## config.mk

```make
export PLATFORM = sky130hd
export DESIGN_NAME = take_back_half_velocity_loop
export DESIGN_NICKNAME = d
export VERILOG_FILES = /design/src/rtl/tbhv_pkg.sv /design/src/rtl/take_back_half_velocity_loop.sv
export VERILOG_INCLUDE_DIRS = /design/src /design/src/rtl
export SDC_FILE = /design/constraint.sdc
export NUM_CORES = 2
export LEC_CHECK = 0
export BUFFER_PORTS_ARGS = -buffer_cell sky130_fd_sc_hd__buf_4
export CORE_MARGIN = 2
export CORE_UTILIZATION = 37
export DETAILED_ROUTE_END_ITERATION = 7
export PLACE_DENSITY = 0.6
export SLEW_MARGIN = 15
export SYNTH_ARGS = -nofsm -noshare
export SYNTH_HDL_FRONTEND = slang
export SYNTH_SLANG_ARGS = --single-unit
export TNS_END_PERCENT = 1
```

## constraint.sdc

```tcl
create_clock -name clk -period 12.08 [get_ports clk]
set_clock_uncertainty 0.15 [all_clocks]
set_input_delay 2.416 -clock clk [delete_from_list [all_inputs] [get_ports clk]]
set_output_delay 2.416 -clock clk [all_outputs]
set_load 0.05 [all_outputs]
```

## src/rtl/assert_macros.svh

```systemverilog
// Assertion macros used by the RTL of the take-back-half regulator.
// Each macro expects a clock named clk and a synchronous reset named rst in scope.
`ifndef ASSERT_MACROS_SVH
`define ASSERT_MACROS_SVH

// Property checked at every clock edge outside reset.
`define TBHV_ASSERT(label, prop, msg) \
  label: assert property (@(posedge clk) disable iff (rst) (prop)) else $error(msg);

// Trigger in one cycle implies the consequence in the following cycle.
`define TBHV_ASSERT_NEXT(label, trig, cons, msg) \
  label: assert property (@(posedge clk) disable iff (rst) (trig) |=> (cons)) else $error(msg);

`endif

```

## src/rtl/tbhv_pkg.sv

```systemverilog
// Package for the take-back-half velocity regulator: sequencer states,
// register indexes, reset values and field widths. No dependencies.
package tbhv_pkg;

  localparam int DRIVE_FRAC_BITS_DEF = 16;
  localparam int Q16_FRAC            = 16;

  // 60 s/min * 1000 ms/s * 256 (fraction bits of ticks per rev)
  localparam logic [23:0] RPM_SCALE = 24'd15360000;

  localparam logic [16:0] Q16_ONE = 17'd65536;

  localparam int CFG_INDEX_W = 2;
  localparam int CFG_DATA_W  = 18;

  typedef enum logic [CFG_INDEX_W-1:0] {
    CFG_LOOP_GAIN     = 2'd0,
    CFG_TICKS_PER_REV = 2'd1,
    CFG_MAX_POWER     = 2'd2
  } cfg_index_t;

  localparam logic [15:0] LOOP_GAIN_RST     = 16'd3277;
  localparam logic [17:0] TICKS_PER_REV_RST = 18'd18432;
  localparam logic [6:0]  MAX_POWER_RST     = 7'd110;

  localparam logic KIND_TICK = 1'b0;
  localparam logic KIND_SET  = 1'b1;

  typedef enum logic [3:0] {
    ST_IDLE,
    ST_MUL_NUM,
    ST_MUL_DEN,
    ST_DIV_CHK,
    ST_DIV,
    ST_RPM,
    ST_ERR_MUL,
    ST_REG_UPD,
    ST_CMD_MUL,
    ST_CMD_FIN
  } state_t;

endpackage

```

## src/rtl/take_back_half_velocity_loop.sv

```systemverilog
// Take-back-half flywheel velocity regulator, one item at a time.
// A set item goes straight to the command multiply; a tick first runs the rpm multiplies and
// the 16-step restoring divider, which a tick whose rpm is kept or saturated skips.
// No new item is taken until the result is loaded; one shared 33x25 multiplier is used four
// times for a tick, and a stalled result keeps the block busy.
// Reset (rst, synchronous, active high) clears all regulator state and loads the default
// registers: gain 3277, 72 ticks per revolution, max power 110.
`include "assert_macros.svh"

module take_back_half_velocity_loop
  import tbhv_pkg::*;
#(
  parameter int DRIVE_FRAC_BITS = DRIVE_FRAC_BITS_DEF
) (
  input  logic                   clk,
  input  logic                   rst,
  // item channel
  input  logic                   item_valid,
  output logic                   item_stall,
  input  logic                   kind,
  input  logic signed [31:0]     encoder_count,
  input  logic        [31:0]     time_ms,
  input  logic signed [13:0]     target_rpm,
  input  logic        [16:0]     drive_hint,
  // result channel
  output logic                   result_valid,
  input  logic                   result_stall,
  output logic signed [7:0]      motor_command,
  output logic signed [15:0]     measured_rpm,
  output logic        [16:0]     drive_level,
  // configuration channel
  input  logic                   cfg_valid,
  output logic                   cfg_ready,
  input  logic [CFG_INDEX_W-1:0] cfg_index,
  input  logic [CFG_DATA_W-1:0]  cfg_data
);

  localparam int F          = DRIVE_FRAC_BITS;
  localparam int DW         = F + 1;
  localparam int UP_SHIFT   = (F >= Q16_FRAC) ? F - Q16_FRAC : 0;
  localparam int DOWN_SHIFT = (F < Q16_FRAC) ? Q16_FRAC - F : 0;
  localparam int SW         = 35 + UP_SHIFT;
  localparam int CW         = F + 9;
  localparam int QW         = DW + 8;
  localparam logic [DW-1:0] DRIVE_ONE = DW'(1) << F;

  // configuration
  logic [15:0] loop_gain;
  logic [17:0] ticks_per_rev_q8;
  logic [6:0]  max_power;

  // regulator state
  logic [31:0]        last_count;
  logic [31:0]        last_time;
  logic signed [15:0] current_rpm;
  logic signed [13:0] goal_rpm;
  logic signed [16:0] previous_error;
  logic [DW-1:0]      drive_now;
  logic [DW-1:0]      drive_at_crossing;
  logic [DW-1:0]      drive_guess;
  logic               awaiting_first_cross;

  // sequencer and datapath registers
  state_t             state, state_next;
  logic [31:0]        dms;
  logic [31:0]        mag;
  logic               neg;
  logic               upd_ok;
  logic [55:0]        num;
  logic [49:0]        den;
  logic [49:0]        rem;
  logic [15:0]        low;
  logic [15:0]        quo;
  logic [3:0]         cnt;
  logic signed [16:0] err;

  // shared multiplier, product registered
  logic signed [32:0] mul_a;
  logic signed [24:0] mul_b;
  logic signed [57:0] mul_p;

  logic               item_take;
  logic               result_load;

  assign item_stall  = (state != ST_IDLE);
  assign item_take   = item_valid && !item_stall;
  assign cfg_ready   = 1'b1;
  assign result_load = (state == ST_CMD_FIN) && (!result_valid || !result_stall);

  // input-side arithmetic on acceptance
  logic [31:0]        dms_in;
  logic [31:0]        dcu_in;
  logic [16:0]        p_sat;
  logic [QW-1:0]      guess_wide;
  logic signed [16:0] set_err;

  always_comb begin
    dms_in     = time_ms - last_time;
    dcu_in     = encoder_count - last_count;
    p_sat      = (drive_hint > Q16_ONE) ? Q16_ONE : drive_hint;
    guess_wide = (QW'(p_sat) << UP_SHIFT) >> DOWN_SHIFT;
    set_err    = 17'(target_rpm) - 17'(current_rpm);
  end

  // multiplier operand selection
  always_comb begin
    mul_a = '0;
    mul_b = '0;
    case (state)
      ST_MUL_NUM: begin
        mul_a = $signed({1'b0, mag});
        mul_b = $signed({1'b0, RPM_SCALE});
      end
      ST_MUL_DEN: begin
        mul_a = $signed({1'b0, dms});
        mul_b = $signed({7'd0, ticks_per_rev_q8});
      end
      ST_ERR_MUL: begin
        mul_a = 33'(goal_rpm - current_rpm);
        mul_b = $signed({9'd0, loop_gain});
      end
      ST_CMD_MUL, ST_CMD_FIN: begin
        mul_a = $signed(33'(drive_now));
        mul_b = $signed({18'd0, max_power});
      end
      default: begin
        mul_a = '0;
        mul_b = '0;
      end
    endcase
  end

  always_ff @(posedge clk) begin
    mul_p <= mul_a * mul_b;
  end

  // divider step
  logic [50:0] div_trial;
  logic        div_fit;
  logic        div_ovf;

  always_comb begin
    div_trial = {rem, low[15]};
    div_fit   = div_trial >= {1'b0, den};
    div_ovf   = {10'd0, num[55:16]} >= mul_p[49:0];
  end

  // rpm from quotient, truncated towards zero and saturated
  logic signed [15:0] rpm_q;

  always_comb begin
    if (neg) begin
      rpm_q = quo[15] ? 16'sh8000 : $signed(16'd0 - quo);
    end else begin
      rpm_q = quo[15] ? 16'sh7fff : $signed(quo);
    end
  end

  // drive integration and take-back-half
  logic signed [SW-1:0] scaled;
  logic signed [SW-1:0] d_sum;
  logic [DW-1:0]        d_clamp;
  logic [DW:0]          d_half;
  logic                 sign_flip;
  logic [DW-1:0]        d_new;

  always_comb begin
    scaled  = (SW'($signed(mul_p[32:0])) <<< UP_SHIFT) >>> DOWN_SHIFT;
    d_sum   = scaled + $signed(SW'(drive_now));
    if (d_sum < 0) begin
      d_clamp = '0;
    end else if (d_sum > $signed(SW'(DRIVE_ONE))) begin
      d_clamp = DRIVE_ONE;
    end else begin
      d_clamp = DW'(d_sum);
    end
    d_half    = ({1'b0, d_clamp} + {1'b0, drive_at_crossing}) >> 1;
    // A move to or from zero error counts as a sign change.
    sign_flip = ((err == 0) != (previous_error == 0)) ||
                ((err != 0) && (err[16] != previous_error[16]));
    if (!sign_flip) begin
      d_new = d_clamp;
    end else if (awaiting_first_cross) begin
      d_new = drive_guess;
    end else begin
      d_new = DW'(d_half);
    end
  end

  // motor command and reported drive
  logic [CW-1:0] cmd_sum;
  logic [8:0]    cmd_full;
  logic [QW-1:0] level_wide;

  always_comb begin
    cmd_sum    = CW'(mul_p[F+7:0]) + (CW'(1) << (F - 1));
    cmd_full   = 9'(cmd_sum >> F);
    level_wide = (QW'(drive_now) << DOWN_SHIFT) >> UP_SHIFT;
  end

  // next state
  always_comb begin
    state_next = state;
    case (state)
      ST_IDLE: begin
        if (item_take) begin
          state_next = (kind == KIND_SET) ? ST_CMD_MUL : ST_MUL_NUM;
        end
      end
      ST_MUL_NUM: state_next = ST_MUL_DEN;
      ST_MUL_DEN: state_next = ST_DIV_CHK;
      ST_DIV_CHK: begin
        if (!upd_ok) begin
          state_next = ST_ERR_MUL;
        end else if (div_ovf) begin
          state_next = ST_ERR_MUL;
        end else begin
          state_next = ST_DIV;
        end
      end
      ST_DIV: begin
        if (cnt == 4'd15) begin
          state_next = ST_RPM;
        end
      end
      ST_RPM:     state_next = ST_ERR_MUL;
      ST_ERR_MUL: state_next = ST_REG_UPD;
      ST_REG_UPD: state_next = ST_CMD_MUL;
      ST_CMD_MUL: state_next = ST_CMD_FIN;
      ST_CMD_FIN: begin
        if (result_load) begin
          state_next = ST_IDLE;
        end
      end
      default: state_next = ST_IDLE;
    endcase
  end

  always_ff @(posedge clk) begin
    if (rst) begin
      state <= ST_IDLE;
    end else begin
      state <= state_next;
    end
  end

  // configuration registers
  always_ff @(posedge clk) begin
    if (rst) begin
      loop_gain        <= LOOP_GAIN_RST;
      ticks_per_rev_q8 <= TICKS_PER_REV_RST;
      max_power        <= MAX_POWER_RST;
    end else if (cfg_valid && cfg_ready) begin
      case (cfg_index)
        CFG_LOOP_GAIN:     loop_gain        <= cfg_data[15:0];
        CFG_TICKS_PER_REV: ticks_per_rev_q8 <= cfg_data[17:0];
        CFG_MAX_POWER:     max_power        <= cfg_data[6:0];
        default: begin
        end
      endcase
    end
  end

  // regulator state
  always_ff @(posedge clk) begin
    if (rst) begin
      last_count           <= '0;
      last_time            <= '0;
      current_rpm          <= '0;
      goal_rpm             <= '0;
      previous_error       <= '0;
      drive_now            <= '0;
      drive_at_crossing    <= '0;
      drive_guess          <= '0;
      awaiting_first_cross <= 1'b0;
    end else begin
      if (item_take) begin
        if (kind == KIND_SET) begin
          goal_rpm             <= target_rpm;
          previous_error       <= set_err;
          drive_guess          <= DW'(guess_wide);
          awaiting_first_cross <= 1'b1;
          drive_at_crossing    <= '0;
        end else begin
          last_count <= encoder_count;
          last_time  <= time_ms;
        end
      end
      if (state == ST_DIV_CHK && upd_ok && div_ovf) begin
        current_rpm <= neg ? 16'sh8000 : 16'sh7fff;
      end
      if (state == ST_RPM) begin
        current_rpm <= rpm_q;
      end
      if (state == ST_REG_UPD) begin
        drive_now      <= d_new;
        previous_error <= err;
        if (sign_flip) begin
          drive_at_crossing    <= d_new;
          awaiting_first_cross <= 1'b0;
        end
      end
    end
  end

  // datapath registers, no reset needed
  always_ff @(posedge clk) begin
    if (item_take) begin
      dms    <= dms_in;
      neg    <= dcu_in[31];
      mag    <= dcu_in[31] ? 32'd0 - dcu_in : dcu_in;
      upd_ok <= (dms_in != 32'd0) && (ticks_per_rev_q8 != 18'd0);
    end
    if (state == ST_MUL_DEN) begin
      num <= mul_p[55:0];
    end
    if (state == ST_DIV_CHK) begin
      den <= mul_p[49:0];
      rem <= {10'd0, num[55:16]};
      low <= num[15:0];
      cnt <= '0;
    end
    if (state == ST_DIV) begin
      rem <= div_fit ? 50'(div_trial - {1'b0, den}) : div_trial[49:0];
      low <= {low[14:0], 1'b0};
      quo <= {quo[14:0], div_fit};
      cnt <= cnt + 4'd1;
    end
    if (state == ST_ERR_MUL) begin
      err <= 17'(goal_rpm - current_rpm);
    end
  end

  // result register
  always_ff @(posedge clk) begin
    if (rst) begin
      result_valid <= 1'b0;
    end else if (result_load) begin
      result_valid <= 1'b1;
    end else if (!result_stall) begin
      result_valid <= 1'b0;
    end
  end

  always_ff @(posedge clk) begin
    if (result_load) begin
      motor_command <= (cmd_full > 9'd127) ? 8'sd127 : $signed(cmd_full[7:0]);
      measured_rpm  <= current_rpm;
      drive_level   <= 17'(level_wide);
    end
  end

  `TBHV_ASSERT(a_drive_bound, drive_now <= DRIVE_ONE, "drive above full scale")
  `TBHV_ASSERT(a_cross_bound, drive_at_crossing <= DRIVE_ONE, "crossing drive above full scale")
  `TBHV_ASSERT(a_cmd_nonneg, !result_valid || !motor_command[7], "negative motor command")
  `TBHV_ASSERT_NEXT(a_busy_after_take, item_take, state != ST_IDLE, "idle after item transfer")
  `TBHV_ASSERT_NEXT(a_result_shown, result_load, result_valid, "loaded result not shown")

endmodule

```

==> impl_metrics.tcl <==
set metrics [dict create \
    status "finished, final reports clean" \
    p_per_area_mw_per_mm2 127 \
    fmax_mhz 87.9 \
    dp_hpwl_um 143000 \
    grt_pass1_wl_um 277000 \
    crit_path_frequent_cell "fa_1" \
    clkSlewWorstSetupHoldPaths_ns 0.06 \
    clk_path_buf_depth 3 \
    ys.flop_type "edfxtp_1" \
    r2r-start "current_rpm[0]" \
    yosys-top-cells-area "fa_1 25%, edfxtp_1 16%, ha_1 9.4%" \
    drt_iter0_markers 3818 \
    critical-path-slowest-cell "fa_1" \
    drtAntennaViolNets 0 \
    pin_count 165 \
    die-area_mm2 0.160 \
    p_leak_nw 28.5 \
    synth_top_area_cell "fa_1" \
    slowest_delay_ns 0.57 \
    vias 45280 \
    syn2layout_area_growth_pct 10.2 \
    vias_per_cell 5.27 \
    worstSetupStartpointType "flip-flop" \
    nets 7772 \
    post-cts-setup-buffers 0 \
    syn_area_mm2 0.0581 \
    fin_crit_ns 11.37 \
    rsz0062_at_grt "no" \
    hp-start "mul_p[50]" \
    io_buffers 163 \
    cp-startpoint "current_rpm[0]" \
    drt-total-wl_um 178000 \
    fin_crit_sh 0.941 \
    cp.arrival_ns 11.83 \
    cts_sinks 581 \
    cts-root-buf "clkbuf_16" \
    synth_area_per_cell_um2 9.07 \
    rows 145 \
    placed_area_mm2 0.0618 \
    grtUsageTotal 0.224 \
    netlist_instances 6403 \
    synth_cell_types 81 \
    yosysSeqAreaShare 0.255 \
    antenna_found_initial 8 \
    first_global_vias 46370 \
    drc 0 \
    hp-class "reg -> reg" \
    cts_made_buffers 66 \
    critical_path_class "reg -> reg" \
    post-route-util 0.410 \
    finalMaxSlewViolations 0 \
    setup_viol_count_final 0 \
    fin_ws_ns 0.707 \
    peakVddDrop_uv 108 \
    end_kind "flip-flop" \
    gp_congestion 0.949 \
    synth_commonest_cells "1,153 x inv_1, 753 x nand2_1, 732 x fa_1, 596 x nor2_1, 438 x ha_1" \
    cts_hold_buffers 0 \
    critPathMaxFanout 17 \
    die_w_um 400 \
    layout-drive-gt1-share 0.0666 \
    gr-total-overflow 0 \
    tns_ns 0 \
    worst_pin_slew_ns 1.26 \
    finalHoldViolations 0 \
    fin_area_mm2 0.0640 \
    drv_cap 0 \
    synth_most_common_cell "inv_1" \
    slew_headroom 0.154 \
    dp_slack_ns 0.431 \
    die_y_um 400 \
    cp.required_ns 12.54 \
    post_cts_resized 0 \
    synth.ff_latch_count 581 \
    grt_start_max_net_pins 76 \
    yosysWarnings 0 \
    wire_per_inst_um 20.7 \
    cts_tree "yes" \
    synth_edf_count 315 \
    synth_top_area_share 0.252 \
    core_area_mm2 0.156 \
    clk_latency_ns 0.68 \
    async_reset_ff_frac 0 \
    h-tree-depth 3 \
    first_pass_iters 8 \
    start_util 0.372 \
]
[where the power goes]
| part | leakage, nW | switching, mW | internal, mW |
|---|---|---|---|
| Sequential | 5.07 | 0.240 | 2.38 |
| Clock | 1.05 | 0.913 | 1.16 |
| Combinational | 22.3 | 2.14 | 1.26 |
| Total | 28.5 | 3.29 | 4.81 |
[cells in the final DEF, fill, tap and decap left out, drive strengths merged, types with 27 or more instances in the layout]
cell type  netlist  layout
a211oi          44      44
a21o           102     102
a21oi          359     359
a22o            27      27
a22oi           48      48
a31oi           32      32
and3            54      54
buf             10     245
clkbuf         232      83
dfxtp          266     266
edfxtp         315     315
fa             732     732
ha             438     438
inv           1153    1162
mux2i           54      54
nand2          753     753
nand2b          43      43
nand3           74      74
nand4           45      45
nor2           596     596
nor2b           57      57
nor3            61      61
nor4            29      29
o21a            48      48
o21ai          212     212
or2             41      41
xnor2          167     167
xor2            74      74
[final cells by class]
type	instances	area [um2]
Clock inverter	38	387
Tap cell	2058	2570
Clock buffer	83	1800
Antenna cell	2	5.00
Sequential cell	581	14800
Timing Repair Buffer	245	1840
Inverter	1154	4330
Fill cell	15495	92000
Multi-Input combinational cell	4433	38300
[routing by layer]
| metal | GRT usage | vias up | wire length, um |
|---|---|---|---|
| met4 | 0.0788 | 4 | 6490 |
| met1 | 0.302 | 22461 | 77600 |
| met5 | 0.00756 | - | 184 |
| li1 | - | 20951 | - |
| met3 | 0.0493 | 301 | 13800 |
| met2 | 0.352 | 1563 | 80000 |
[sequential cells by signal (all words and copies together) (netlist names), 16 cells and up]
name               count
measured_rpm          16
num                   56
drive_level           17
drive_guess           17
err                   17
drive_now             17
dms                   32
loop_gain             16
last_count            32
previous_error        17
rem                   50
drive_at_crossing     17
mul_p                 56
ticks_per_rev_q8      18
mag                   32
den                   50
low                   16
current_rpm           16
last_time             32
quo                   16
[cells by family after synthesis]
family / after synthesis / synth area share
simple gates: 1871 / 0.143
buf+inv: 1396 / 0.0903
fa+ha+maj: 1170 / 0.347
compound gates: 1086 / 0.119
flops: 581 / 0.255
xor+xnor: 241 / 0.0363
mux: 56 / 0.00969
other cells: 2 / 0.000129
[stage by stage]
step / cells / hold WS, ns / total power, mW
after floorplan: 6410 / 0.236 / 4.89
after global placement: 8471 / 0.265 / 5.98
after detailed placement: 8471 / 0.275 / 6.03
after CTS: 8592 / 0.286 / 8.14
after global routing: 8593 / 0.293 / 8.64
final: 8594 / 0.278 / 8.10
[path summary, 6_finish.rpt]
kind                                   to  slack, ns  depth (start not counted)
worst max register to register  mul_p[51]       0.71                         42
worst min-delay path              num[50]       0.28                          0
worst max-delay path            mul_p[51]       0.71                         42
worst min register to register    num[50]       0.28                          0
[worst max-delay path: cells and delay by family (launching register included)]
| kind | cells | cell delay [ns] |
|---|---|---|
| AO/OA/AOI/OAI | 17 | 3.97 |
| adder cells (fa/ha/maj) | 10 | 4.64 |
| AND/OR/NAND/NOR | 7 | 1.12 |
| flip-flops | 1 | 0.34 |
| buffers and inverters | 7 | 0.92 |
| XOR/XNOR | 1 | 0.14 |
No activity file was read; power rests on OpenSTA's default activity.
